===== config.mk =====
export PLATFORM = sky130hd
export DESIGN_NAME = msl_delay_line
export DESIGN_NICKNAME = d
export VERILOG_FILES = /design/src/rtl/core/msl_delay_line.sv
export SDC_FILE = /design/constraint.sdc
export NUM_CORES = 1
export LEC_CHECK = 0
export ABC_AREA = 1
export ABC_CLOCK_PERIOD_IN_PS = 900
export BUFFER_PORTS_ARGS = -buffer_cell sky130_fd_sc_hd__buf_2
export CAP_MARGIN = 20
export CORE_MARGIN = 4
export CORE_UTILIZATION = 35
export CTS_CLUSTER_DIAMETER = 60
export DETAILED_ROUTE_END_ITERATION = 10
export GPL_TIMING_DRIVEN = 0
export PLACE_DENSITY = 0.61
export SKIP_LAST_GASP = 1
export SLEW_MARGIN = 15
export SYNTH_ARGS = -nofsm -noshare
export SYNTH_HDL_FRONTEND = slang
export SYNTH_SLANG_ARGS = --single-unit

===== constraint.sdc =====
create_clock -name clk -period 0.9 [get_ports clk]
set_clock_uncertainty 0.1 [all_clocks]
set_input_delay 0.045 -clock clk [delete_from_list [all_inputs] [get_ports clk]]
set_output_delay 0.045 -clock clk [all_outputs]
set_load 0.02 [all_outputs]

===== src/rtl/core/msl_delay_line.sv =====
// msl_delay_line: valid and sideband registers that run beside a divider chain
// no package dependencies
`timescale 1ns / 1ps
`default_nettype none

module msl_delay_line #(
  parameter int WIDTH = 8,
  parameter int DEPTH = 4
) (
  input  wire logic             clk,
  input  wire logic             rst,
  input  wire logic             en,
  input  wire logic             valid_prev,
  input  wire logic [WIDTH-1:0] data_prev,
  output logic                  valid,
  output logic      [WIDTH-1:0] data
);

  logic [DEPTH-1:0] vpipe;
  logic [WIDTH-1:0] dpipe [DEPTH];

  always_ff @(posedge clk) begin
    if (rst) begin
      vpipe <= '0;
    end else if (en) begin
      vpipe <= {vpipe[DEPTH-2:0], valid_prev};
    end
  end

  always_ff @(posedge clk) begin
    if (en) begin
      dpipe[0] <= data_prev;
      for (int i = 1; i < DEPTH; i++) begin
        dpipe[i] <= dpipe[i-1];
      end
    end
  end

  assign valid = vpipe[DEPTH-1];
  assign data  = dpipe[DEPTH-1];

endmodule

`default_nettype wire


==> results of run 1 <==
[placed cells by master (no fill, tap or decap), drive strengths merged]
| cell | n |
|---|---|
| clkbuf | 7 |
| clkinv | 1 |
| edfxtp | 32 |
| inv | 5 |
| buf | 21 |
| nand2 | 8 |
| dfxtp | 4 |
| nor2 | 8 |
| dlygate4sd3 | 10 |
[worst max path at each step]
stage                             to  slack, ns
5_1_grt                      data[7]      -0.17
2_1_floorplan  vpipe[3]$_SDFFE_PP0P_       0.18
4_1_cts                      data[3]      -0.12
6_report                     data[6]       -0.1
3_3_place_gp   vpipe[0]$_SDFFE_PP0P_      -0.26
3_5_place_dp   vpipe[0]$_SDFFE_PP0P_      -0.29
[state kept, by name, indices dropped and copies added (netlist names)]
name / flops
vpipe: 4
dpipe: 32
[through the flow]
step | power (W) | TNS (ns)
2_1_floorplan | 0.00207 | 0
3_3_place_gp | 0.00214 | -6.52
3_5_place_dp | 0.00215 | -7.25
4_1_cts | 0.00295 | -0.961
5_1_grt | 0.00308 | -1.31
6_report | 0.00291 | -0.741
[what timing repair did]
item                                    in CTS  in global routing
resized for setup                            3                  4
hold buffers                                10                  0
pin swaps                                    0                  0
endpoints found under the hold margin       12                  0
endpoints found under the setup margin       9                  9
[logic make-up after synthesis]
| logic type | Yosys count |
|---|---|
| flops | 36 |
| buf+inv | 6 |
| simple gates | 16 |
[metal layers]
metal  share of wire [%]  track usage [%]
met1                  41             7.39
met4                 2.1             4.75
met2                  48             11.5
met5                   0                0
met3                 8.4             4.68
[power by group through the flow]
stage | combinational, W | clock, W | sequential (W)
detailed placement | 0.000144 | 0 | 0.00201
CTS | 0.000179 | 0.000799 | 0.00197
global placement | 0.000137 | 0 | 0.00200
global route | 0.000202 | 0.000892 | 0.00198
finish | 0.000184 | 0.000758 | 0.00197
floorplan | 0.0000354 | 0 | 0.00203
[synth_stat cells]
cell type / count / area share, %
inv_2: 1 / 0.33
nand2_1: 8 / 2.6
edfxtp_1: 32 / 85
nor2_2: 2 / 1.1
dfxtp_1: 4 / 7.0
nor2_1: 6 / 2.0
inv_1: 4 / 1.3
buf_6: 1 / 0.99
[layout make-up]
type | instances | area (um2) | area share [%]
timing repair buffer | 30 | 219 | 15.0
clock inverter | 1 | 3.75 | 0.257
sequential | 36 | 1040 | 71.4
tap | 44 | 55.1 | 3.77
buffer | 1 | 11.3 | 0.771
inverter | 5 | 18.8 | 1.29
multi-input combinational | 16 | 65.1 | 4.46
clock buffer | 7 | 45.0 | 3.08
==> flow_summary.ini, run 1 <==
[hold_path]
hold_path_depth = 1
holdPathEnd = dpipe[1][3]$_DFFE_PP_
hold_path.class = in -> reg
min_from = en

[cts]
path_clk_slew_ns = 0.10
root_buffer = clkbuf_4
clockBufferDepth = 2
insertion_delay_ns = 0.32
cts_setup_buffers = 0
clkSinkCount = 36
cts_buffers = 5
cts_tree = yes
htreeDepth = 2

[worst_setup_path]
cp_num_buf_inv = 1
critPathCaptureType = output pin
startpoint = dpipe[3][6]$_DFFE_PP_
critPathMaxStageDelay_ns = 0.37
timing.rr.start = vpipe[2]$_SDFFE_PP0P_
critical_path.slowest_cell = edfxtp_1
path_class = reg -> out
path_max_fanout = 1
r2r_cells = 4
crit_arrival_ns = 0.85
required_ns = 0.75
rrSetupSlack_ns = 0.16
startpoint_type = register
critPathTopFamily = flip-flops
r2r-end = vpipe[3]$_SDFFE_PP0P_
path_cells = buf_2
cp.depth = 1

[sta]
setup_ws_ns = -0.0994
hold_viol = 0
rsz0062_at_grt = yes
finalMaxSlewViolations = 0
worst_pin_slew_ns = 0.682
setup_viol = 9
hold_ws_ns = 0.202
fin_crit_sh_pct = 111
slew_headroom_pct = 54.5
fin_crit_ns = 0.999
fmax_mhz = 1000

[floorplanning]
die_y_um = 65.0
die_w_um = 65.0
fp.coreArea_um2 = 3080
initial_core_util_pct = 36.9
dieArea_um2 = 4220
rows = 20
io_pins = 21

[global_route]
grt_pass1_vias = 493
grt_usage_pct = 7.43
grt_pass1_wl_mm = 2.17
grt_max_degree = 34
antenna_found_initial = 0
overflow = 0

[placed_design]
port_buffers = 20
place.detailed.hpwl_um = 792
gp_congestion = 0.574
placedInstanceArea_um2 = 1290
dp.cells = 122
dp_slack_ns = -0.295

[synthesis]
syn_nets = 70
synth-xor-area-share_pct = 0
synth_mux_area_share_pct = 0
synthesis.area_um2 = 1140
synth_cells = 58
synth_area_per_cell_um2 = 19.6
ys_seq_area_share_pct = 91.6
yosys.area_share.adder_pct = 0
synth.distinct_cells = 8
synth_seq_cells = 36
synth_simple_gate_area_share_pct = 5.73
synth_top_family_by_area = simple AND/OR/NAND/NOR gates
yosys_warnings = 0
synth-compound-area-share_pct = 0

[power]
switching_share_pct = 20.0
seq_power_share_pct = 67.7
comb_power_share_pct = 6.3
power_density_nw_per_um2 = 1990
internal_power_w = 0.00233
ir_drop_mv = 0.875
clkPwrFrac_pct = 26.0
p_leak_nw = 0.562
p_switching_w = 0.000584

[drt]
drt_first_pass_iters = 4
via_per_inst = 3.87
ant_nets = 0
drtIter0Drc = 18
wl_per_cell_um = 9.78
via_count = 542
drc = 0
finalWirelength_mm = 1.37

[cells_and_area]
final_util_pct = 47.4
antennaDiodeCount = 0
layout.cells.non_filler = 140
syn_to_final_growth_pct = 28.5
final_area_um2 = 1460
fin_nets = 107
post_route_cells_drive_above_1_share_pct = 31.3
fillers = 259

[outcome]
failed_checks = setup timing
status = complete, but fails checks

[run]
max-cap-violations = 0
No activity file was read; power rests on OpenSTA's default activity.
==> inputs of run 2 (changes only) <==
--- a/config.mk
+++ b/config.mk
@@ -20,3 +20,4 @@
 export SYNTH_ARGS = -nofsm -noshare
 export SYNTH_HDL_FRONTEND = slang
 export SYNTH_SLANG_ARGS = --single-unit
+export TNS_END_PERCENT = 30
==> run 2 against run 1 <==
Compared with the run above: the run still ends with setup timing left; critical path type unchanged; critical endpoint unchanged; first-iteration DRC count is 28% higher; sequential power about the same; utilization is 0.45 points lower.
==> flow_summary.ini, run 2 (same netlist as run 1, synthesis figures left out) <==
[outcome]
status = complete, but fails checks
failed_checks = setup timing

[worst_setup_path]
critPathMaxStageDelay_ns = 0.37
path_max_fanout = 1
timing.rr.start = dpipe[1][7]$_DFFE_PP_
rrSetupSlack_ns = 0.16
critical_path.slowest_cell = edfxtp_1
cp_num_buf_inv = 1
critPathCaptureType = output pin
critPathTopFamily = flip-flops
startpoint_type = register
crit_arrival_ns = 0.85
r2r-end = dpipe[2][7]$_DFFE_PP_
r2r_cells = 0
path_cells = buf_2
required_ns = 0.75
path_class = reg -> out

[cells_and_area]
reg_top3 = dpipe x32, vpipe x4
layout_commonest_cell = edfxtp_1
antennaDiodeCount = 0
top_register = dpipe
fillers = 263
final_cell_mix = edfxtp_1 (32), buf_2 (19), dlygate4sd3_1 (10)
syn_to_final_growth_pct = 27.3
post_route_cells_drive_above_1_share_pct = 30.2
largest_reg_flops = 32
fin_nets = 107
final_util_pct = 47.0

[cts]
cts_tree = yes
path_clk_slew_ns = 0.10
clkSinkCount = 36
insertion_delay_ns = 0.32
cts_buffers = 5
htreeDepth = 2
root_buffer = clkbuf_4
clockBufferDepth = 2

[placed_design]
port_buffers = 20
gp_congestion = 0.574
place.detailed.hpwl_um = 792

[global_route]
grt_max_degree = 34
antenna_found_initial = 0
overflow = 0
grt_usage_pct = 7.51
grt_pass1_vias = 498
grt_pass1_wl_mm = 2.19

[drt]
finalWirelength_mm = 1.36
via_per_inst = 3.85
drc = 0
via_count = 539
wl_per_cell_um = 9.73
ant_nets = 0
drt_first_pass_iters = 4
drtIter0Drc = 23

[sta]
worst_pin_slew_ns = 0.673
slew_headroom_pct = 55.1
rsz0062_at_grt = yes
fin_crit_ns = 0.997
setup_ws_ns = -0.0969
fmax_mhz = 1000
fin_crit_sh_pct = 111
finalMaxSlewViolations = 0
setup_viol = 9
hold_viol = 0

[power]
ir_drop_mv = 0.868
finalPower_w = 0.00290
power_density_nw_per_um2 = 2000
p_leak_nw = 0.559

[floorplanning]
die_y_um = 65.0
initial_core_util_pct = 36.9
io_pins = 21
fp.coreArea_um2 = 3080
dieArea_um2 = 4220
rows = 20
die_w_um = 65.0

[run]
max-cap-violations = 0

[hold_path]
holdPathEnd = dpipe[1][3]$_DFFE_PP_
min_from = en
hold_path.class = in -> reg
hold_path_depth = 1
[run 2: cell counts in the layout (fill, tap and decap cells not counted)]
No cell type changed its count.
[run 2: how the worst max path moves through the flow]
stage | from | end | slack, ns | cells after the start
floorplan | vpipe[3]$_SDFFE_PP0P_ | vpipe[3]$_SDFFE_PP0P_ | 0.18 | 2
global placement | en | vpipe[0]$_SDFFE_PP0P_ | -0.26 | 5
detailed placement | en | vpipe[0]$_SDFFE_PP0P_ | -0.29 | 5
CTS | dpipe[3][3]$_DFFE_PP_ | data[3] | -0.12 | 1
global route | dpipe[3][7]$_DFFE_PP_ | data[7] | -0.17 | 1
finish | dpipe[3][6]$_DFFE_PP_ | data[6] | -0.1 | 1
[run 2: routing by layer]
metal	vias up	part of all wire, %	track usage [%]
met2	21	49	12.0
met3	4	8.6	4.68
met5	-	0	0
li1	274	-	-
met4	0	2.1	4.75
met1	240	40	7.16
[run 2: through the flow]
step | std cells | cell area, um2 | TNS (ns) | setup WS (ns) | hold WS [ns]
after global placement | 122 | 1290 | -6.52 | -0.262 | 0.121
after detailed placement | 122 | 1290 | -7.25 | -0.295 | 0.123
after global routing | 140 | 1450 | -1.37 | -0.173 | 0.206
after CTS | 140 | 1440 | -1.01 | -0.124 | 0.204
final | 140 | 1450 | -0.766 | -0.0969 | 0.196
after floorplan | 58 | 1140 | 0 | 0.182 | 0.0439
[run 2: area by class of cell]
class | instances | area [um2] | share of cell area (%)
clock buffers | 7 | 45.0 | 3.11
well taps | 44 | 55.1 | 3.81
inverters | 5 | 18.8 | 1.30
plain buffers | 1 | 11.3 | 0.779
multi-input cells | 16 | 65.1 | 4.50
clock inverters | 1 | 3.75 | 0.260
flip-flops and latches | 36 | 1040 | 72.0
repair buffers | 30 | 206 | 14.3
[run 2: report_power, final]
group          internal [W]  leakage [nW]  switching [W]
Sequential          0.00194         0.346      0.0000269
Clock              0.000300        0.0269       0.000451
Combinational     0.0000796         0.185      0.0000976
[run 2: timing repair]
action	in CTS	in global routing
resized for setup	0	2
hold buffers	10	0
endpoints found under the hold margin	12	0
setup endpoints to repair	9	9
setup buffers	0	0
==> inputs of run 3 (changes only) <==
==> constraint.sdc (replaced) <==
create_clock -name clk -period 0.9 [get_ports clk]
set_clock_uncertainty 0.1 [all_clocks]
set_input_delay 0.27 -clock clk [delete_from_list [all_inputs] [get_ports clk]]
set_output_delay 0.27 -clock clk [all_outputs]
set_load 0.02 [all_outputs]
==> run 3 against run 2 <==
Compared with the run above: final cell count decreased by 2.9%; sequential power about the same; via count is 3.0% lower; global-route usage fell by 0.67 points; power hardly changed; critical path depth unchanged; design area is 2.1% lower; worst setup slack worse by 0.23 ns; critical path type unchanged; routed wire length decreased by 5.4%; the run still ends with setup timing left; sequential share of layout area rose by 1.6 points.
==> flow_summary.ini, run 3 (same netlist as run 1, synthesis figures left out) <==
[global_route]
grt_pass1_vias = 466
antenna_found_initial = 0
grt_pass1_wl_mm = 1.98
grt_max_degree = 34
grt_usage_pct = 6.84
overflow = 0

[power]
ir_drop_mv = 0.876
clkPwrFrac_pct = 26.3
p_switching_w = 0.000582
p_leak_nw = 0.544
comb_power_share_pct = 5.8
internal_power_w = 0.00232
seq_power_share_pct = 68.0
switching_share_pct = 20.1
power_density_nw_per_um2 = 2050

[placed_design]
dp_slack_ns = -0.520
place.detailed.hpwl_um = 792
placedInstanceArea_um2 = 1290
gp_congestion = 0.574
port_buffers = 20

[drt]
drtIter0Drc = 19
finalWirelength_mm = 1.29
wl_per_cell_um = 9.48
drc = 0
ant_nets = 0
via_per_inst = 3.85
drt_first_pass_iters = 2
via_count = 523

[sta]
setup_viol = 15
slew_headroom_pct = 74.1
hold_viol = 0
rsz0062_at_grt = yes
finalMaxSlewViolations = 0
fmax_mhz = 816
worst_pin_slew_ns = 0.389
fin_crit_sh_pct = 136
fin_crit_ns = 1.23
tns_ns = -2.92
setup_ws_ns = -0.325

[cells_and_area]
fin_nets = 103
layout_commonest_cell = edfxtp_1
reg_top3 = dpipe x32, vpipe x4
syn_to_final_growth_pct = 24.7
post_route_cells_drive_above_1_share_pct = 32.6
final_cell_mix = edfxtp_1 (32), buf_2 (17), nand2_1 (8)
largest_reg_flops = 32
final_area_um2 = 1420
top_register = dpipe
antennaDiodeCount = 0

[cts]
insertion_delay_ns = 0.32
cts_setup_buffers = 0
path_clk_slew_ns = 0.10
cts_tree = yes
clkSinkCount = 36
htreeDepth = 2
cts_buffers = 5
clockBufferDepth = 2
root_buffer = clkbuf_4

[worst_setup_path]
critical_path.slowest_cell = edfxtp_1
path_class = reg -> out
crit_arrival_ns = 0.86
path_max_fanout = 1
startpoint_type = register
path_cells = buf_2
critPathCaptureType = output pin
cp_num_buf_inv = 1
critPathMaxStageDelay_ns = 0.37
required_ns = 0.53
critPathTopFamily = flip-flops

[floorplanning]
die_y_um = 65.0
rows = 20
io_pins = 21
die_w_um = 65.0
fp.coreArea_um2 = 3080
dieArea_um2 = 4220
initial_core_util_pct = 36.9

[hold_path]
hold_path.class = in -> reg

[outcome]
status = complete, but fails checks
failed_checks = setup timing

[run]
max-cap-violations = 0
-- run 3: worst register-to-register path, cell delays in order, from the launching register on --
cell and delay, ns:
dfxtp_1 0.36, inv_1 0.06, nand2_1 0.05, nand2_1 0.05
nor2_2 0.07
-- run 3: final cells by class --
cell class	instances	area, um2
buffer	1	11.3
clock buffer	7	45.0
clock inverter	1	3.75
fill	264	1660
inverter	5	18.8
multi-input combinational	16	65.1
sequential	36	1040
tap	44	55.1
timing repair buffer	26	175
-- run 3: power by group through the flow --
stage          clock [W]  combinational (W)  sequential [W]
5_1_grt         0.000892           0.000185         0.00198
3_3_place_gp           0           0.000137         0.00200
2_1_floorplan          0          0.0000354         0.00203
3_5_place_dp           0           0.000144         0.00201
6_report        0.000761           0.000167         0.00197
4_1_cts         0.000799           0.000148         0.00197
-- run 3: worst paths after layout --
check,cells after the start,slack [ns],endpoint,start
max,1,-0.33,data[6],dpipe[3][6]$_DFFE_PP_
min,1,0.03,dpipe[0][1]$_DFFE_PP_,data_prev[1]
max reg2reg,4,0.16,vpipe[1]$_SDFFE_PP0P_,vpipe[0]$_SDFFE_PP0P_
min reg2reg,0,0.32,dpipe[1][6]$_DFFE_PP_,dpipe[0][6]$_DFFE_PP_
-- run 3: routing by layer --
metal	GRT usage (%)	wire, um
met2	10.1	626
met4	4.75	29
met5	0	0
met1	6.82	519
met3	4.68	113
-- run 3: repair_timing --
action / CTS / global route
gates resized for setup: 4 / 2
pin swaps: 0 / 0
endpoints found under the setup margin: 45 / 9
hold endpoints to repair: 2 / 8
-- run 3: stage by stage --
stage | util [%] | cells | hold slack (ns) | power [W]
global route | 46.0 | 136 | -0.00356 | 0.00306
detailed placement | 42.0 | 122 | 0.305 | 0.00215
global placement | 42.0 | 122 | 0.301 | 0.00214
CTS | 43.9 | 130 | -0.00153 | 0.00292
floorplan | - | 58 | 0.269 | 0.00207
finish | 46.0 | 136 | 0.0253 | 0.00290
