**src/rtl/core/msl_div_cell.sv**
```systemverilog
// msl_div_cell: one registered restoring division step
// produces one quotient bit per cycle while en is high; no package dependencies
`timescale 1ns / 1ps
`default_nettype none

module msl_div_cell #(
  parameter int REM_W = 33,
  parameter int NUM_W = 31,
  parameter int QUO_W = 31
) (
  input  wire logic             clk,
  input  wire logic             en,
  input  wire logic [REM_W-1:0] rem_prev,
  input  wire logic [REM_W-1:0] den_prev,
  input  wire logic [NUM_W-1:0] num_prev,
  input  wire logic [QUO_W-1:0] quo_prev,
  output logic      [REM_W-1:0] rem,
  output logic      [REM_W-1:0] den,
  output logic      [NUM_W-1:0] num,
  output logic      [QUO_W-1:0] quo
);

  logic [REM_W-1:0] shifted;
  logic [REM_W-1:0] diff;
  logic             take;

  always_comb begin
    shifted = {rem_prev[REM_W-2:0], num_prev[NUM_W-1]};
    take    = (shifted >= den_prev);
    diff    = shifted - den_prev;
  end

  always_ff @(posedge clk) begin
    if (en) begin
      rem <= take ? diff : shifted;
      den <= den_prev;
      num <= num_prev << 1;
      quo <= {quo_prev[QUO_W-2:0], take};
    end
  end

endmodule

`default_nettype wire

```
**config.mk**
```make
export PLATFORM = sky130hd
export DESIGN_NAME = msl_div_cell
export DESIGN_NICKNAME = d
export VERILOG_FILES = /design/src/rtl/core/msl_div_cell.sv
export SDC_FILE = /design/constraint.sdc
export NUM_CORES = 1
export LEC_CHECK = 0
export BUFFER_PORTS_ARGS = -buffer_cell sky130_fd_sc_hd__buf_2
export CAP_MARGIN = 40
export CORE_UTILIZATION = 45
export CTS_CLUSTER_DIAMETER = 100
export CTS_CLUSTER_SIZE = 24
export DETAILED_ROUTE_END_ITERATION = 10
export PLACE_DENSITY_LB_ADDON = 0.05
export SLEW_MARGIN = 20
export SYNTH_ARGS = -nofsm -noshare
export SYNTH_HDL_FRONTEND = slang
export SYNTH_SLANG_ARGS = --single-unit
```
**constraint.sdc**
```tcl
create_clock -name clk -period 4.52 [get_ports clk]
set_input_delay 0.226 -clock clk [delete_from_list [all_inputs] [get_ports clk]]
set_output_delay 0.226 -clock clk [all_outputs]
set_load 0.1 [all_outputs]
```
==> results.txt, run 1 <==
----------------------------------------------------
[Hold path]
  Path category of the worst min-delay check ... input pin to register

[Timing]
  Crit path time final ... 3647 ps
  Slew HR ... 60.60%
  Pin slew with the least headroom to its limit ... 587.5 ps
  RSZ-0062 raised after global routing ... no
  Summed negative setup slack over all endpoints ... 0 ps
  Post-layout worst setup margin ... 873.4 ps
  Period utilisation layout ... 80.68%
  Finish-stage setup viols ... 0
  Number of hold violations in the final report ... 0
  Max-slew violations ... 0
  Highest Clock Rate ... 274.2 MHz

[Global route]
  Combined global-route utilization of all metal layers ... 22.83%
  Pin count of the biggest net entering global routing ... 95
  Sum of overflow across all layers after global routing ... 0
  Antenna violations before repair ... 0
  Vias in the first global route ... 4,985
  Wire length of the first global-routing pass ... 25.36 mm

[Logic synthesis]
  Number of unique standard cell types used by synthesis ... 56
  Fraction of synthesized cell area taken by the top area cell type ... 59.91%
  Synthesized net count ... 633
  Area leader, netlist ... sky130_fd_sc_hd__edfxtp_1
  Flip-flop and latch count after synthesis ... 127
  Mapped Avg Cell Area ... 13.57 um^2
  Number of standard cells after synthesis ... 469
  Sequential fraction of the synthesis area ... 59.91%
  Count of flip-flops with a built-in enable after synthesis ... 127
  Top flip-flop cell by instance count after synthesis ... sky130_fd_sc_hd__edfxtp_1
  Synthesis Warnings ... 0
  Ys async rst share ... 0%
  Mapped Area ... 0.006366 mm^2
  Largest cells by area after synthesis ... sky130_fd_sc_hd__edfxtp_1 60%, sky130_fd_sc_hd__ha_1 6.5%, sky130_fd_sc_hd__mux2_4 5.4%

[Die]
  Overall die width ... 120.9 um
  Number of top-level pins ... 258
  Row cnt ... 43
  Starting Density ... 46.04%
  Area of the die ... 0.01463 mm^2
  Core Area ... 0.01383 mm^2
  Die height ... 120.9 um

[Setup path]
  Critical Path, Cell by Cell ... dlygate4sd3_1, buf_2, inv_1, ha_1, a21o_1, a221oi_2, o21ai_2, a22o_1, a221o_1, a41o_1, a21o_2, buf_12, mux2_4
  Largest stage delay on the critical path ... 550 ps
  CP arrival ... 3810 ps
  Type of destination of the critical path ... register
  Worst EP required ... 4680 ps
  Critical-path top delay cell ... sky130_fd_sc_hd__dlygate4sd3_1
  Critical-path maximum fanout ... 21
  Element type at the critical path start ... input pin
  Critical path class ... input pin to register

[Route]
  1st-pass router iterations ... 4
  Detailed route wirelength on metal2 ... 8.467 mm
  Mean number of vias per cell ... 5.052
  Highest routed layer ... met4
  Post-detailed-route wirelength per cell ... 16.61 um
  Post-route DRC violation count ... 0
  Antenna-violating nets left ... 0
  Vias ... 5,118
  Total length of routed met3 wires ... 1.081 mm
  Post-route met1 wirelength ... 6.996 mm
  Starting DRT DRC Count ... 329
  Final Routed Wirelength ... 16.82 mm

[CTS]
  Cell at the root of the clock tree ... sky130_fd_sc_hd__clkbuf_16
  Count of H-tree levels built during CTS ... 4
  Num CTS Buffers ... 17
  Clock slew at the register clock pins of the worst setup and hold paths ... 50 ps
  Number of buffers inserted by post-CTS setup repair ... 0
  # clock sinks ... 127
  CTS tree ... done
  Worst-case clock buffer depth ... 2

[Placed design]
  Final HPWL DP ... 11.43 mm
  IO Port Bufs ... 254
  Area after DPL ... 0.007820 mm^2
  Worst setup timing slack at the placement stage ... 1038 ps
  Routability congestion estimate from global placement ... 0.7871

[Status]
  Status ... completed

[Cells and area]
  Layout overhead on the synthesized area ... 45.62%
  Final layout net count ... 984
  Layout Cell Area excl Fill ... 0.009270 mm^2
  Share of layout cells above drive strength 1 ... 39.02%
  Fill count ... 1,069
  Count of antenna diodes in the layout ... 0

[Power]
  Power per Cell Area ... 461.8 mW/mm^2
  Static leakage ... 4.266 nW
  Worst vdd ir ... 0.2370 mV

[Flow run]
  Count of maximum capacitance violations ... 0

----------------------------------------------------
cells in the mapped netlist (3+ instances only):
cell type,number
sky130_fd_sc_hd__nand2_1,24
sky130_fd_sc_hd__xnor2_1,18
sky130_fd_sc_hd__mux2_2,4
sky130_fd_sc_hd__nor2_1,24
sky130_fd_sc_hd__o21ai_0,15
sky130_fd_sc_hd__o2111a_1,3
sky130_fd_sc_hd__a211o_1,3
sky130_fd_sc_hd__a31oi_1,4
sky130_fd_sc_hd__inv_1,41
sky130_fd_sc_hd__a31o_2,3
sky130_fd_sc_hd__nand4_1,3
sky130_fd_sc_hd__a21o_1,20
sky130_fd_sc_hd__nor3_1,4
sky130_fd_sc_hd__o21a_1,6
sky130_fd_sc_hd__a211oi_1,6
sky130_fd_sc_hd__a21oi_1,24
sky130_fd_sc_hd__nand3_1,5
sky130_fd_sc_hd__or3_1,6
sky130_fd_sc_hd__xor2_1,7
sky130_fd_sc_hd__buf_6,4
sky130_fd_sc_hd__mux2_4,23
sky130_fd_sc_hd__edfxtp_1,127
sky130_fd_sc_hd__o211a_1,5
sky130_fd_sc_hd__and3_1,6
sky130_fd_sc_hd__nor2b_1,5
sky130_fd_sc_hd__ha_1,33
sky130_fd_sc_hd__mux2i_1,3
sky130_fd_sc_hd__o211ai_1,3
worst paths after layout:
kind / startpoint / endpoint / slack, ps / cells past startpoint
setup / recovery: den_prev[5] / rem[12] / 870 / 13
hold / removal: den_prev[14] / den[14] / 10 / 1
critical path: cells and delay by family:
| family | cells | cell delay [ps] |
|---|---|---|
| adder cells (fa/ha/maj) | 1 | 350 |
| buffers and inverters | 4 | 960 |
| AO/OA/AOI/OAI | 7 | 1960 |
| multiplexers | 1 | 300 |
routing by layer:
| metal | up-vias | global-route usage [%] |
|---|---|---|
| met3 | 27 | 6.062 |
| met5 | - | 0 |
| met2 | 200 | 39.43 |
| met4 | 0 | 8.179 |
| li1 | 2482 | - |
| met1 | 2409 | 27.30 |
repair_timing:
| item | 4_1_cts | 5_1_grt |
|---|---|---|
| hold buffers | 84 | 1 |
| endpoints found under the hold margin | 84 | 1 |
| gates resized for setup | 0 | 0 |
per-stage QoR:
step                      power, W  util (%)  cells  hold WS [ps]
final                     0.004281     67.04   1013         14.25
after CTS                 0.004294     66.77   1011        0.4854
after detailed placement  0.002894     56.56    895         404.6
after global placement    0.002881     56.41    894         403.6
after global routing      0.004423     67.04   1013         4.552
after floorplan           0.002644         -    469         324.9
cell families (layout without fill, tap and decap cells):
group	count (synthesis)	after routing	share of synthesized area (%)
flops	127	127	59.91
compound gates	112	112	12.68
simple gates	89	89	6.879
buf+inv	51	415	3.636
fa+ha+maj	34	34	6.800
mux	30	30	6.604
xor+xnor	25	25	3.439
other cells	1	1	0.05891
power by group:
part           switching, W  total (W)  internal, W
combinational       0.00112    0.00148     0.000360
sequential        0.0000271    0.00146      0.00143
clock              0.000532    0.00134     0.000812
cell type report:
class / instances / area, um^2 / share of cell area (%)
inverters: 41 / 153.9 / 1.660
flip-flops and latches: 127 / 3814 / 41.14
well taps: 180 / 225.2 / 2.429
multi-input cells: 291 / 2322 / 25.05
repair buffers: 342 / 2183 / 23.55
clock inverters: 13 / 138.9 / 1.498
clock buffers: 19 / 432.9 / 4.670
flip-flops by register name, indices dropped and copies added, names as in the netlist:
| signal | flops |
|---|---|
| quo | 31 |
| rem | 33 |
| den | 33 |
| num | 30 |
cells in the final DEF (no fill, tap or decap), types with 6 or more instances in the layout:
cell type | netlist | final
sky130_fd_sc_hd__nor2_1 | 24 | 24
sky130_fd_sc_hd__o21ai_0 | 15 | 15
sky130_fd_sc_hd__dlygate4sd3_1 | 0 | 85
sky130_fd_sc_hd__a211oi_1 | 6 | 6
sky130_fd_sc_hd__a21oi_1 | 24 | 24
sky130_fd_sc_hd__xor2_1 | 7 | 7
sky130_fd_sc_hd__nand2_1 | 24 | 24
sky130_fd_sc_hd__o21a_1 | 6 | 6
sky130_fd_sc_hd__or3_1 | 6 | 6
sky130_fd_sc_hd__a21o_1 | 20 | 19
sky130_fd_sc_hd__inv_1 | 41 | 41
sky130_fd_sc_hd__and3_1 | 6 | 6
sky130_fd_sc_hd__clkbuf_16 | 0 | 17
sky130_fd_sc_hd__xnor2_1 | 18 | 18
sky130_fd_sc_hd__mux2_4 | 23 | 23
sky130_fd_sc_hd__ha_1 | 33 | 33
sky130_fd_sc_hd__buf_2 | 2 | 253
sky130_fd_sc_hd__edfxtp_1 | 127 | 127
Note: power is estimated with default switching activity, not from simulation.
==> run 2, diff against run 1 <==
ABC_AREA = 1   (was unset)
clock period = 3.6 ns   (was 4.52 ns; I/O delays follow)
==> run 2 against run 1 <==
- sequential power is 25% higher
- power is 27% higher
- global-route usage is 2.3 points higher
- clock power is 26% higher
- die area is 12% higher
- via count is 23% higher
- routed wire length is 17% higher
- hold slack better by 65 ps
- design area is 9.5% higher
- critical endpoint is now rem[27]
==> results.txt, run 2 <==
----------------------------------------------------
[Status]
  Status ... completed

[Setup path]
  Critical-path maximum fanout ... 36
  Critical path class ... input pin to register
  Critical Path, Cell by Cell ... dlygate4sd3_1, buf_2, inv_1, ha_1, nand2_2, inv_1, nand2_1, nand2_1, nand2_1, nand3_2, nand2_2, nand2_2, nand2_4, nand2_8, nand3_1, nand2_1
  Top delay family on crit path ... simple AND/OR/NAND/NOR gates
  Type of destination of the critical path ... register
  Critical-path top delay cell ... sky130_fd_sc_hd__dlygate4sd3_1
  CP arrival ... 2820 ps
  Largest stage delay on the critical path ... 520 ps
  Worst EP required ... 3770 ps
  Count of buffering cells on the critical path with inverters included ... 4
  Levels on crit path ... 16
  Critical path origin ... den_prev[3]
  Crit-path most repeated cell ... sky130_fd_sc_hd__nand2_1
  Element type at the critical path start ... input pin
  Destination of the critical timing path ... rem[27]

[Route]
  Post-detailed-route wirelength per cell ... 14.06 um
  Vias ... 6,301
  Antenna-violating nets left ... 0
  Final Routed Wirelength ... 19.67 mm
  1st-pass router iterations ... 4
  Post-route DRC violation count ... 0
  Mean number of vias per cell ... 4.504
  Starting DRT DRC Count ... 313

[Timing]
  Highest Clock Rate ... 377.3 MHz
  Finish-stage setup viols ... 0
  Number of hold violations in the final report ... 0
  Minimum hold slack ... 79.19 ps
  Period utilisation layout ... 73.62%
  Pin slew with the least headroom to its limit ... 517.3 ps
  RSZ-0062 raised after global routing ... no
  Max-slew violations ... 0
  Crit path time final ... 2650 ps
  Slew HR ... 65.75%
  Summed negative setup slack over all endpoints ... 0 ps

[Power]
  Total power ... 0.005416 W
  Power per Cell Area ... 533.6 mW/mm^2
  Worst vdd ir ... 0.3114 mV
  Static leakage ... 5.171 nW

[Placed design]
  IO Port Bufs ... 254
  Routability congestion estimate from global placement ... 0.9380
  Final HPWL DP ... 14.04 mm

[Cells and area]
  Registers with the most flip-flops ... den (33), rem (33), quo (31)
  Final layout net count ... 1,339
  Most used cells in the layout excluding fill and tap cells ... 291 x sky130_fd_sc_hd__nand2_1, 253 x sky130_fd_sc_hd__buf_2, 159 x sky130_fd_sc_hd__inv_1, 127 x sky130_fd_sc_hd__edfxtp_1, 93 x sky130_fd_sc_hd__dlygate4sd3_1
  Share of layout cells above drive strength 1 ... 26.68%
  Layout overhead on the synthesized area ... 42.10%
  Count of antenna diodes in the layout ... 0
  Most common cell after layout, fill and taps aside ... sky130_fd_sc_hd__nand2_1

[Hold path]
  Path category of the worst min-delay check ... input pin to register

[Logic synthesis]
  Mapped Area ... 0.007142 mm^2
  Synthesized net count ... 980
  Area leader, netlist ... sky130_fd_sc_hd__edfxtp_1
  Fraction of synthesized cell area taken by the top area cell type ... 53.40%
  Largest cells by area after synthesis ... sky130_fd_sc_hd__edfxtp_1 53%, sky130_fd_sc_hd__nand2_1 15%, sky130_fd_sc_hd__inv_1 8.4%
  Top flip-flop cell by instance count after synthesis ... sky130_fd_sc_hd__edfxtp_1
  Count of flip-flops with a built-in enable after synthesis ... 127
  Mapped Avg Cell Area ... 8.752 um^2
  Flip-flop and latch count after synthesis ... 127
  Sequential fraction of the synthesis area ... 53.40%
  Cell with the most instances after synthesis ... sky130_fd_sc_hd__nand2_1
  Number of unique standard cell types used by synthesis ... 29
  Synth cell count leaders ... 291 x sky130_fd_sc_hd__nand2_1, 159 x sky130_fd_sc_hd__inv_1, 127 x sky130_fd_sc_hd__edfxtp_1
  Number of standard cells after synthesis ... 816
  Ys async rst share ... 0%
  Synthesis Warnings ... 0

[Global route]
  Pin count of the biggest net entering global routing ... 85
  Antenna violations before repair ... 0
  Wire length of the first global-routing pass ... 30.88 mm
  Vias in the first global route ... 6,071
  Combined global-route utilization of all metal layers ... 25.09%
  Sum of overflow across all layers after global routing ... 0

[CTS]
  # clock sinks ... 127
  CTS-repair resized insts ... 0
  Num CTS Buffers ... 17
  Number of buffers inserted by post-CTS setup repair ... 0
  CTS tree ... done
  Hold-fix buffer count after cts ... 93
  Clock slew at the register clock pins of the worst setup and hold paths ... 60 ps
  Worst-case clock buffer depth ... 2
  Cell at the root of the clock tree ... sky130_fd_sc_hd__clkbuf_16
  Count of H-tree levels built during CTS ... 4

[Flow run]
  Count of maximum capacitance violations ... 0

[Die]
  Starting Density ... 46.46%
  Overall die width ... 128.0 um
  Core Area ... 0.01537 mm^2
  Number of top-level pins ... 258
  Area of the die ... 0.01638 mm^2
  Die height ... 128.0 um
  Row cnt ... 45

----------------------------------------------------
run 2: how the worst min path moves through the flow:
stage	from	end	slack, ps	cells past startpoint
floorplan	den_prev[0]	den[0]	280	0
global placement	num_prev[3]	num[4]	360	1
detailed placement	quo_prev[20]	quo[21]	360	1
CTS	rem_prev[5]	rem[6]	70	3
global route	rem_prev[10]	rem[11]	70	3
finish	rem_prev[10]	rem[11]	80	3
run 2: where the power goes:
group	leakage, nW	total (W)	internal (W)	switching (W)
Sequential	1.24	0.00183	0.00180	0.0000319
Combinational	3.66	0.00190	0.000390	0.00151
Clock	0.267	0.00169	0.00102	0.000667
run 2: logic make-up after synthesis:
logic type | synth area share (%)
flip-flops | 53.40
other | 0.05251
AO/OA/AOI/OAI | 1.962
adder cells (fa/ha/maj) | 6.062
AND/OR/NAND/NOR | 27.12
XOR/XNOR | 1.717
buffers and inverters | 9.688
run 2: worst min-delay path, stage by stage:
cell                      delay [ps]
sky130_fd_sc_hd__buf_2            90
sky130_fd_sc_hd__nand3_1          70
sky130_fd_sc_hd__nand2_1          60
run 2: final cells by class:
class | count | area [um^2]
clock inverter | 13 | 138.9
timing repair buffer | 350 | 2251
sequential | 127 | 3814
clock buffer | 19 | 432.9
multi-input combinational | 516 | 2636
tap | 211 | 264.0
fill | 1314 | 5223
inverter | 163 | 611.8
run 2: metal layers:
metal | wire, um | global-route usage [%] | share of wire (%) | vias up
li1 | - | - | - | 3302
met1 | 8470 | 29.57 | 43 | 2763
met2 | 9700 | 44.76 | 49 | 208
met3 | 1124 | 6.511 | 5.7 | 28
met4 | 379 | 7.612 | 1.9 | 0
met5 | 0 | 0 | 0 | -
run 2: metrics by stage:
step                      area (um^2)  worst slack [ps]  util (%)  std cells
after floorplan                  7142              1814         -        816
after global placement           8618              1045     56.07       1273
after detailed placement         8646              1022     56.25       1274
after CTS                       10150             926.1     66.02       1399
after global routing            10150             727.4     66.02       1399
final                           10150             949.5     66.02       1399
==> run 3, diff against run 2 <==
ABC_AREA = 0   (was 1)
CORE_UTILIZATION = 44   (was 45)
clock period = 2.2 ns   (was 3.6 ns; I/O delays follow)
==> run 3 against run 2 <==
- the flow now finishes with violations (negative setup slack)
- worst setup slack lost 1200 ps
- utilization grew 9.6 points
- flip-flop and latch count is the same
- first-iteration DRC count shrank 3.2%
- final cell count shrank 18%
- hold slack lost 72 ps
- combinational power grew 81%
- critical path type unchanged
- highest routed layer unchanged
==> results.txt, run 3 (synthesis results as in run 1) <==
----------------------------------------------------
[CTS]
  Num CTS Buffers ... 17
  Count of H-tree levels built during CTS ... 4
  Clock slew at the register clock pins of the worst setup and hold paths ... 60 ps
  Worst-case clock buffer depth ... 2
  Cell at the root of the clock tree ... sky130_fd_sc_hd__clkbuf_16
  CTS tree ... done
  # clock sinks ... 127

[Status]
  Status ... finished, violations left
  Failing checks ... negative setup slack

[Global route]
  GR met2 Demand/Resource ... 46.63%
  Sum of overflow across all layers after global routing ... 0
  Combined global-route utilization of all metal layers ... 25.65%
  Global-route track usage on met3 ... 5.901%
  Met1 track utilization from global routing ... 28.41%
  Vias in the first global route ... 5,853
  Antenna violations before repair ... 1
  Pin count of the biggest net entering global routing ... 48
  Busiest metal layer after global routing ... met2
  Wire length of the first global-routing pass ... 28.71 mm

[Power]
  Power per Cell Area ... 878.7 mW/mm^2
  Combinational fraction of design power ... 36.9%
  Share of total power in sequential cells ... 32.3%
  Total power ... 0.009299 W
  Worst vdd ir ... 0.4961 mV
  Net switching component of the power ... 0.003553 W
  Int Power ... 0.005747 W
  Part of the power in the clock network ... 30.8%
  Static leakage ... 4.956 nW
  Switching Share ... 38.20%

[Timing]
  Max-slew violations ... 0
  RSZ-0062 raised after global routing ... yes
  Crit path time final ... 2424 ps
  Pin slew with the least headroom to its limit ... 524.1 ps
  Highest Clock Rate ... 412.6 MHz
  Finish-stage setup viols ... 33
  Slew HR ... 65.30%
  Number of hold violations in the final report ... 0
  Period utilisation layout ... 110.2%
  Post-layout worst setup margin ... -223.7 ps

[Cells and area]
  Share of layout cells above drive strength 1 ... 48.76%
  Most used cells in the layout excluding fill and tap cells ... 249 x sky130_fd_sc_hd__buf_2, 127 x sky130_fd_sc_hd__edfxtp_1, 117 x sky130_fd_sc_hd__buf_4, 96 x sky130_fd_sc_hd__dlygate4sd3_1, 33 x sky130_fd_sc_hd__inv_1
  Final layout net count ... 1,116
  Layout overhead on the synthesized area ... 66.23%
  Layout Cell Area excl Fill ... 0.01058 mm^2
  Register area ... 0.003814 mm^2
  Most common cell after layout, fill and taps aside ... sky130_fd_sc_hd__buf_2
  Registers with the most flip-flops ... den (33), rem (33), quo (31)
  Number of cells in the finished layout apart from fillers ... 1,145
  Area of the multi-input gates ... 0.002479 mm^2
  Post-layout utilization of the core ... 75.65%
  Fill count ... 945

[Die]
  Overall die width ... 122.3 um
  Number of top-level pins ... 258
  Row cnt ... 43
  Die height ... 122.3 um
  Core Area ... 0.01399 mm^2
  Starting Density ... 45.51%
  Area of the die ... 0.01495 mm^2

[Setup path]
  CP arrival ... 2590 ps
  Largest stage delay on the critical path ... 350 ps
  Critical-path maximum fanout ... 15
  Element type at the critical path start ... input pin
  Type of destination of the critical path ... register
  Critical-path top delay cell ... sky130_fd_sc_hd__or3_1
  Worst EP required ... 2370 ps
  Critical Path, Cell by Cell ... buf_12, inv_12, ha_4, a21oi_4, o211ai_1, a41o_1, or3_1, a221o_1, a41o_1, a21o_4, buf_12, mux2_4
  Critical path class ... input pin to register

[Route]
  1st-pass router iterations ... 4
  Mean number of vias per cell ... 4.909
  Final Routed Wirelength ... 19.17 mm
  Starting DRT DRC Count ... 303
  Vias ... 5,621
  Antenna-violating nets left ... 0
  Post-route DRC violation count ... 0
  Post-detailed-route wirelength per cell ... 16.74 um

[Placed design]
  IO Port Bufs ... 254
  Final HPWL DP ... 13.32 mm
  Placed Cells ... 1,010
  Area after DPL ... 0.008821 mm^2
  Routability congestion estimate from global placement ... 0.8260
  Worst setup timing slack at the placement stage ... -790.1 ps

[Hold path]
  Path category of the worst min-delay check ... input pin to register

[Flow run]
  Count of maximum capacitance violations ... 0

----------------------------------------------------
## run 3: changes by cell type in the layout (fill, tap and decap cells not counted), moves of 15 or more
cell,before,now
sky130_fd_sc_hd__nand3_1,57,5
sky130_fd_sc_hd__nand2_1,291,24
sky130_fd_sc_hd__nor2_1,38,23
sky130_fd_sc_hd__xnor2_1,0,18
sky130_fd_sc_hd__a21o_1,0,19
sky130_fd_sc_hd__buf_4,2,117
sky130_fd_sc_hd__mux2_4,0,23
sky130_fd_sc_hd__inv_1,159,33
## run 3: layout make-up
| class | count | area share (%) |
|---|---|---|
| flip-flops and latches | 127 | 36.04 |
| repair buffers | 474 | 31.23 |
| multi-input cells | 291 | 23.42 |
| clock buffers | 18 | 4.055 |
| well taps | 180 | 2.128 |
| inverters | 41 | 1.572 |
| clock inverters | 13 | 1.537 |
| diodes | 1 | 0.02365 |
## run 3: worst max-delay path: cells and delay by family
| family | cells | cell delay [ps] |
|---|---|---|
| and+or+nand+nor | 1 | 350 |
| muxes | 1 | 300 |
| AOI/OAI and AO/OA | 6 | 1280 |
| buffers and inverters | 3 | 320 |
| adders and majority gates | 1 | 200 |
## run 3: repair_timing
action                                 in CTS  in global routing
resized for setup                          17                 13
setup endpoints to repair                  33                 34
pin swaps                                   5                  2
setup buffers                               3                  3
cloned                                      0                  2
endpoints found under the hold margin      96                  0
hold buffers                               96                  0
## run 3: worst paths after layout
check	startpoint	slack, ps	endpoint	depth (start not counted)
max	den_prev[20]	-220	rem[16]	12
min	rem_prev[4]	7	rem[5]	2
## run 3: power by group through the flow
stage	sequential, W	combinational (W)	clock [W]
2_1_floorplan	0.00473	0.000731	0
5_1_grt	0.00303	0.00359	0.00299
3_3_place_gp	0.00304	0.00318	0
4_1_cts	0.00300	0.00338	0.00290
6_report	0.00301	0.00343	0.00287
3_5_place_dp	0.00305	0.00321	0
## run 3: stage by stage
stage               hold slack (ps)  setup TNS [ps]
CTS                          0.1996           -4857
detailed placement            288.3          -23620
global route                  4.869           -8438
floorplan                     208.9          -14880
finish                        6.998           -6213
global placement              286.6          -21620
## run 3: per-layer routing
layer	share of wire, %	wire (um)
met5	0	0
met4	2.5	483
met3	6.6	1260
met2	52	9997
met1	39	7424
